$ cat src/rhsl_pkg.sv
// shared constants and types for the rgb to hsl pixel converter
// no dependencies; used by rhsl_divider and rgb_to_hsl_pixel
package rhsl_pkg;

    localparam int CHAN_W     = 8;
    localparam int DATA_W     = 3 * CHAN_W;
    localparam int SUM_W      = CHAN_W + 1;
    localparam int QUO_W      = 8;
    localparam int NUM_W      = 2 * QUO_W;
    localparam int DIV_STAGES = 4;
    localparam int DIV_STEPS  = QUO_W / DIV_STAGES;
    localparam int N_STAGES   = DIV_STAGES + 3;
    localparam int LIGHT_W    = 20;

    localparam logic [CHAN_W-1:0]  CHAN_MAX    = 8'd255;
    localparam logic [CHAN_W-1:0]  HSL_SCALE   = 8'd240;
    localparam logic [CHAN_W-1:0]  HUE_SIXTH   = 8'd40;
    localparam logic [CHAN_W-1:0]  HUE_GREEN   = 8'd80;
    localparam logic [CHAN_W-1:0]  HUE_BLUE    = 8'd160;
    localparam logic [SUM_W-1:0]   SUM_MID     = 9'd255;
    localparam logic [SUM_W-1:0]   SUM_TOP     = 9'd510;
    // 8/17 scaled by 4096, exact floor for sums up to 510
    localparam logic [LIGHT_W-1:0] LIGHT_RECIP = 20'd1928;

    typedef enum logic [1:0] {
        SEC_RED,
        SEC_GREEN,
        SEC_BLUE
    } t_sector;

    // per-stage load enables of the divider pipeline
    typedef struct packed {
        logic [DIV_STAGES-1:0] load;
    } t_div_ctl;

endpackage

$ cat src/rhsl_divider.sv
// pipelined restoring divider, 16 by 8 bits with 8-bit quotient
// two quotient bits per stage; depends on rhsl_pkg
module rhsl_divider (
    input  logic                          i_clk,
    input  rhsl_pkg::t_div_ctl            i_ctl,
    input  logic [rhsl_pkg::NUM_W-1:0]    i_num,
    input  logic [rhsl_pkg::QUO_W-1:0]    i_den,
    output logic [rhsl_pkg::QUO_W-1:0]    o_quo,
    output logic                          o_rem_nz
);
    import rhsl_pkg::*;

    typedef struct packed {
        logic [QUO_W-1:0] rem;
        logic [QUO_W-1:0] low;
        logic [QUO_W-1:0] quo;
    } t_div_st;

    t_div_st          r_st  [DIV_STAGES];
    logic [QUO_W-1:0] r_den [DIV_STAGES];
    t_div_st          n_st  [DIV_STAGES];

    function automatic t_div_st div_steps(input t_div_st s, input logic [QUO_W-1:0] den);
        t_div_st        w;
        logic [QUO_W:0] t;
        w = s;
        for (int i = 0; i < DIV_STEPS; i++) begin
            t     = {w.rem, w.low[QUO_W-1]};
            w.low = {w.low[QUO_W-2:0], 1'b0};
            if (t >= {1'b0, den}) begin
                w.rem = QUO_W'(t - {1'b0, den});
                w.quo = {w.quo[QUO_W-2:0], 1'b1};
            end else begin
                w.rem = t[QUO_W-1:0];
                w.quo = {w.quo[QUO_W-2:0], 1'b0};
            end
        end
        return w;
    endfunction

    always_comb begin
        t_div_st init;
        init.rem = i_num[NUM_W-1:QUO_W];
        init.low = i_num[QUO_W-1:0];
        init.quo = '0;
        n_st[0] = div_steps(init, i_den);
        for (int k = 1; k < DIV_STAGES; k++) begin
            n_st[k] = div_steps(r_st[k-1], r_den[k-1]);
        end
    end

    always_ff @(posedge i_clk) begin
        if (i_ctl.load[0]) begin
            r_st[0]  <= n_st[0];
            r_den[0] <= i_den;
        end
        for (int k = 1; k < DIV_STAGES; k++) begin
            if (i_ctl.load[k]) begin
                r_st[k]  <= n_st[k];
                r_den[k] <= r_den[k-1];
            end
        end
    end

    assign o_quo    = r_st[DIV_STAGES-1].quo;
    assign o_rem_nz = |r_st[DIV_STAGES-1].rem;

endmodule

$ cat src/rgb_to_hsl_pixel.sv
// rgb to hsl pixel converter, 0..240 scale; throughput one item per cycle while the output
// is ready, set by the seven-stage pipeline with two divider bits per stage
// each stage advances when it is empty or the stage after it moves, so bubbles close up
// reset (i_rst_n low at a clock edge) clears all stage valid bits; data registers are not reset
// depends on rhsl_pkg and rhsl_divider
module rgb_to_hsl_pixel (
    input  logic                         i_clk,
    input  logic                         i_rst_n,
    input  logic                         i_s_axis_tvalid,
    output logic                         o_s_axis_tready,
    // red_in [7:0], green_in [15:8], blue_in [23:16]
    input  logic [rhsl_pkg::DATA_W-1:0]  i_s_axis_tdata,
    output logic                         o_m_axis_tvalid,
    input  logic                         i_m_axis_tready,
    // hue_out [7:0], saturation_out [15:8], lightness_out [23:16]
    output logic [rhsl_pkg::DATA_W-1:0]  o_m_axis_tdata
);
    import rhsl_pkg::*;

    // stage map: 0 max/min, 1 products and divisor, 2..5 dividers, 6 output register
    localparam int LAST = N_STAGES - 1;

    logic [N_STAGES-1:0] r_v;
    logic [N_STAGES:0]   en;

    // stage enable chain from the output side back to the input
    always_comb begin
        en[N_STAGES] = i_m_axis_tready;
        for (int k = N_STAGES - 1; k >= 0; k--) begin
            en[k] = !r_v[k] || en[k+1];
        end
    end

    assign o_s_axis_tready = en[0];
    assign o_m_axis_tvalid = r_v[LAST];

    always_ff @(posedge i_clk) begin
        if (!i_rst_n) begin
            r_v <= '0;
        end else begin
            if (en[0]) begin
                r_v[0] <= i_s_axis_tvalid;
            end
            for (int k = 1; k < N_STAGES; k++) begin
                if (en[k]) begin
                    r_v[k] <= r_v[k-1];
                end
            end
        end
    end

    // ---------------- stage 0: channel max, min and sector ----------------
    logic [CHAN_W-1:0] red, green, blue;
    logic [CHAN_W-1:0] hi, lo, dif_a, dif_b;
    t_sector           sec;

    assign red   = i_s_axis_tdata[CHAN_W-1:0];
    assign green = i_s_axis_tdata[2*CHAN_W-1:CHAN_W];
    assign blue  = i_s_axis_tdata[3*CHAN_W-1:2*CHAN_W];

    always_comb begin
        // ties go to red, then green
        if (red >= green && red >= blue) begin
            sec = SEC_RED;
        end else if (green >= blue) begin
            sec = SEC_GREEN;
        end else begin
            sec = SEC_BLUE;
        end
        lo = red;
        if (green < lo) lo = green;
        if (blue < lo)  lo = blue;
        case (sec)
            SEC_RED: begin
                hi    = red;
                dif_a = green;
                dif_b = blue;
            end
            SEC_GREEN: begin
                hi    = green;
                dif_a = blue;
                dif_b = red;
            end
            SEC_BLUE: begin
                hi    = blue;
                dif_a = red;
                dif_b = green;
            end
            default: begin
                hi    = red;
                dif_a = green;
                dif_b = blue;
            end
        endcase
    end

    logic [CHAN_W-1:0] r_c0, r_d0;
    logic [SUM_W-1:0]  r_sum0;
    t_sector           r_sec0;
    logic              r_neg0;

    always_ff @(posedge i_clk) begin
        if (en[0]) begin
            r_c0   <= hi - lo;
            r_sum0 <= SUM_W'(hi) + SUM_W'(lo);
            r_sec0 <= sec;
            r_neg0 <= dif_a < dif_b;
            r_d0   <= (dif_a < dif_b) ? (dif_b - dif_a) : (dif_a - dif_b);
        end
    end

    // ---------------- stage 1: numerators, divisor, lightness ----------------
    logic [LIGHT_W-1:0] light_prod;
    logic [SUM_W-1:0]   sat_den_w;

    assign light_prod = LIGHT_W'(r_sum0) * LIGHT_RECIP;
    // 255 - |sum - 255|, never above 255
    assign sat_den_w  = (r_sum0 >= SUM_MID) ? (SUM_TOP - r_sum0) : r_sum0;

    logic [NUM_W-1:0]  r_sat_num1, r_hue_num1;
    logic [QUO_W-1:0]  r_sat_den1, r_hue_den1;
    logic [CHAN_W-1:0] r_light [1:LAST-1];
    t_sector           r_sec   [1:LAST-1];
    logic              r_neg   [1:LAST-1];
    logic              r_grey  [1:LAST-1];

    always_ff @(posedge i_clk) begin
        if (en[1]) begin
            r_sat_num1 <= NUM_W'(r_c0) * NUM_W'(HSL_SCALE);
            r_hue_num1 <= NUM_W'(r_d0) * NUM_W'(HUE_SIXTH);
            r_sat_den1 <= sat_den_w[QUO_W-1:0];
            r_hue_den1 <= r_c0;
            r_light[1] <= light_prod[LIGHT_W-1:LIGHT_W-CHAN_W];
            r_sec[1]   <= r_sec0;
            r_neg[1]   <= r_neg0;
            // zero chroma also covers the zero saturation divisor
            r_grey[1]  <= (r_c0 == '0);
        end
        for (int k = 2; k < LAST; k++) begin
            if (en[k]) begin
                r_light[k] <= r_light[k-1];
                r_sec[k]   <= r_sec[k-1];
                r_neg[k]   <= r_neg[k-1];
                r_grey[k]  <= r_grey[k-1];
            end
        end
    end

    // ---------------- stages 2..5: saturation and hue dividers ----------------
    t_div_ctl          div_ctl;
    logic [QUO_W-1:0]  sat_quo, hue_quo;
    logic              sat_rem_nz, hue_rem_nz;

    assign div_ctl.load = en[LAST-1:2];

    rhsl_divider u_sat_div (
        .i_clk    (i_clk),
        .i_ctl    (div_ctl),
        .i_num    (r_sat_num1),
        .i_den    (r_sat_den1),
        .o_quo    (sat_quo),
        .o_rem_nz (sat_rem_nz)
    );

    rhsl_divider u_hue_div (
        .i_clk    (i_clk),
        .i_ctl    (div_ctl),
        .i_num    (r_hue_num1),
        .i_den    (r_hue_den1),
        .o_quo    (hue_quo),
        .o_rem_nz (hue_rem_nz)
    );

    // ---------------- stage 6: hue assembly and output register ----------------
    logic [CHAN_W-1:0] hue_base, hue, sat;

    always_comb begin
        case (r_sec[LAST-1])
            SEC_RED:   hue_base = r_neg[LAST-1] ? HSL_SCALE : '0;
            SEC_GREEN: hue_base = HUE_GREEN;
            SEC_BLUE:  hue_base = HUE_BLUE;
            default:   hue_base = '0;
        endcase
        // a negative difference takes the ceiling of the quotient off the base
        if (r_neg[LAST-1]) begin
            hue = hue_base - hue_quo - CHAN_W'(hue_rem_nz);
        end else begin
            hue = hue_base + hue_quo;
        end
        sat = sat_quo;
        // grey pixel: hue and saturation are zero
        if (r_grey[LAST-1]) begin
            hue = '0;
            sat = '0;
        end
    end

    logic [DATA_W-1:0] r_out;

    always_ff @(posedge i_clk) begin
        if (en[LAST]) begin
            r_out <= {r_light[LAST-1], sat, hue};
        end
    end

    assign o_m_axis_tdata = r_out;

    // sat_rem_nz is not needed for a floor
    logic unused_rem;
    assign unused_rem = sat_rem_nz;

`ifndef NO_ASSERTIONS
    // an accepted item is in the first stage at the next edge
    a_accept_lands: assert property (@(posedge i_clk) disable iff (!i_rst_n)
        (i_s_axis_tvalid && o_s_axis_tready) |=> r_v[0])
        else $error("accepted item missing from stage 0");

    // input stalls only when every stage is full
    a_stall_full: assert property (@(posedge i_clk) disable iff (!i_rst_n)
        !o_s_axis_tready |-> (&r_v))
        else $error("input stalled with an empty stage");

    // results stay within their ranges
    a_out_range: assert property (@(posedge i_clk) disable iff (!i_rst_n)
        o_m_axis_tvalid |-> (o_m_axis_tdata[7:0] < HSL_SCALE
            && o_m_axis_tdata[15:8] <= HSL_SCALE && o_m_axis_tdata[23:16] <= HSL_SCALE))
        else $error("result field out of range");
`endif

endmodule
$ cat config.mk
export PLATFORM = sky130hd
export DESIGN_NAME = rgb_to_hsl_pixel
export DESIGN_NICKNAME = d
export VERILOG_FILES = /design/src/rhsl_pkg.sv /design/src/rhsl_divider.sv /design/src/rgb_to_hsl_pixel.sv
export SDC_FILE = /design/constraint.sdc
export NUM_CORES = 1
export LEC_CHECK = 0
export BUFFER_PORTS_ARGS = -buffer_cell sky130_fd_sc_hd__buf_4
export CAP_MARGIN = 20
export CORE_MARGIN = 2
export CORE_UTILIZATION = 36
export DETAILED_ROUTE_END_ITERATION = 10
export GPL_ROUTABILITY_DRIVEN = 0
export GPL_TIMING_DRIVEN = 0
export PLACE_DENSITY = 0.63
export SYNTH_ARGS = -nofsm -noshare
export SYNTH_HDL_FRONTEND = slang
export SYNTH_SLANG_ARGS = --single-unit
$ cat constraint.sdc
create_clock -name i_clk -period 4.9 [get_ports i_clk]
set_input_delay 0.245 -clock i_clk [delete_from_list [all_inputs] [get_ports i_clk]]
set_output_delay 0.245 -clock i_clk [all_outputs]
set_load 0.02 [all_outputs]
==> results.ini <==
[status]
outcome = completed

[timing]
setup_viol = 0
drv_slew = 0
skew_ns = 0.0167
setup_ws_ns = 0.240
finalHoldViolCount = 0
maxSlewHeadroom = 0.333
clock.fmax_mhz = 215
finalCriticalPeriod_ns = 4.66
rsz0062_at_grt = no
tightestPinTransition_ns = 1.00
fin_crit_sh = 0.951

[critical_path]
r2r_slack_ns = 0.25
crit_arrival_ns = 4.91
crit_fanout = 10
crit_type = in2reg
cp_data_required_time_ns = 5.15
end_kind = flop
critPathLaunchType = input pin

[global_route]
grt_usage = 0.142
grt_max_degree = 47
grt_pass1_vias = 14700
gr-total-overflow = 0
grt_antenna_before_repair = 0
grt_pass1_wl_um = 71600

[placement]
dp_slack_ns = -0.710
hpwl_um = 33600
io_buffers = 53

[clock_tree]
htreeDepth = 2
cts-hold-fix-buffers = 0
clock_latency_ns = 0.51
cts.path.max_buffers = 3
root_buffer = clkbuf_16
clk_pin_slew_worst_paths_ns = 0.06
cts.sinks = 301
cts_buffers = 34
tritoncts = built

[die]
die_h_um = 246
start_util = 0.364
rows = 88
die_x_um = 246
core_um2 = 57800
dieArea_um2 = 60400
io_pins = 54

[routing]
drt_first_pass_iters = 5
initialDrtViolationCount = 714
routed-via-count = 14400
wl_um = 42700
post-route-drc-count = 0
antenna_left = 0
routed_via_density = 5.17
avgRoutedWirePerCell_um = 15.4

[synth]
synth_ff_type = edfxtp_1
syn_nets = 2230
ys_async_sr_fraction = 0
synth_edf_count = 294
ys_top_cells_by_area = edfxtp_1, ha_1, fa_1
synth_cell_types = 65
synth-seq-cells = 301
yosysWarnings = 0
netlist_instances = 1881
syn_avg_cell_area_um2 = 11.2
synth_top_area_cell = edfxtp_1
syn-cell-area_um2 = 21000
synth_sequential_area_ratio = 0.426
synth_top_area_frac = 0.419

[final_layout]
fillers = 5439
num_antenna_cells = 0
final_cell_mix = edfxtp_1, ha_1, inv_1, nor2_1, a21oi_1
syn2layout_area_growth_pct = 13.4
layout_commonest_cell = edfxtp_1
finalNetCount = 2340
drive_above_1_share = 0.120

[job]
maxCapViolCount = 0

[worst_hold_path]
hold_path.class = in2reg

[cell families after synthesis]
kind of cell    after synthesis  share of synthesized area
fa+ha+maj                   321                      0.208
compound gates              439                      0.137
xor+xnor                    114                     0.0474
mux                         105                     0.0539
flops                       301                      0.426
simple gates                381                     0.0877
buf+inv                     219                     0.0393
other cells                   1                   0.000178
[sequential cells by signal, indices dropped and copies added, names as in the netlist, 2 cells and up, named ones only]
name,flops
r_c0,8
r_grey,5
r_sum0,8
r_neg,5
r_d0,8
r_v,7
r_hue_den1,7
u_hue_div.r_st,56
r_sat_den1,8
r_sat_num1,11
u_sat_div.r_st,44
u_hue_div.r_den,22
r_light,40
u_sat_div.r_den,23
r_sec,10
o_m_axis_tdata,24
r_sec0,2
r_hue_num1,11
[worst max-delay path, stage by stage]
cell and delay, ns:
buf_4 0.13, inv_1 0.15, ha_1 0.28, a21oi_1 0.13, nor2_1 0.06, a211oi_1 0.18
o21ai_0 0.12, buf_4 0.18, a211oi_2 0.41, clkbuf_1 0.40, clkbuf_2 0.34, a21oi_1 0.16
fa_1 0.46, a211oi_1 0.32, o211ai_1 0.16, o211ai_1 0.13, clkbuf_4 0.26, mux2_2 0.35
o21ai_1 0.19, a31oi_1 0.13, xnor2_1 0.14
[final cells by class]
| type | instances | area (um^2) | area share |
|---|---|---|---|
| repair buffers | 77 | 659 | 0.0276 |
| clock buffers | 45 | 943 | 0.0395 |
| plain buffers | 28 | 129 | 0.00540 |
| flip-flops and latches | 301 | 8970 | 0.376 |
| well taps | 765 | 957 | 0.0401 |
| multi-input cells | 1361 | 11400 | 0.477 |
| clock inverters | 15 | 128 | 0.00534 |
| inverters | 188 | 709 | 0.0297 |
[Yosys cell counts, drive strengths merged, types with 28 or more instances]
cell type  count
mux2          67
nand2         63
inv          188
nor3          31
xor2          33
o21ai         91
a21o          58
edfxtp       294
ha           272
fa            49
nor2         145
mux2i         38
a21oi        116
nor2b         34
o21a          30
and3          28
xnor2         81
[repair_timing]
action | CTS | global route
setup endpoints to repair | 31 | 64
pin swaps | 1 | 4
setup buffers | 2 | 16
cloned | 0 | 1
resized for setup | 10 | 46
[metal layers]
layer	global-route usage	up-vias	part of all wire
li1	-	7108	-
met1	0.179	6819	0.45
met2	0.248	339	0.48
met3	0.0207	98	0.043
met4	0.0480	0	0.029
met5	0	-	0
[path summary, 6_finish.rpt]
check	start	to	depth (start not counted)
max	i_s_axis_tdata[5]	r_d0[6]	21
min	i_rst_n	r_v[4]	2
max reg2reg	r_sat_den1[4]	u_sat_div.r_st[0][20]	16
min reg2reg	r_sec[0][9]	r_sec[0][11]	0
[through the flow]
step	utilization	hold WS [ns]	TNS, ns	cells	instance area [um^2]
CTS	0.409	0.00366	0	2766	23600
finish	0.413	0.0254	0	2780	23900
detailed placement	0.389	0.405	-10.61	2704	22500
floorplan	-	0.363	0	1881	21000
global placement	0.388	0.403	-6.58	2699	22400
global route	0.413	0.0188	0	2780	23900
Power is left out: the tool's default activity adds up to more than one toggle a clock period on the data nets, which glitch-free logic cannot reach.
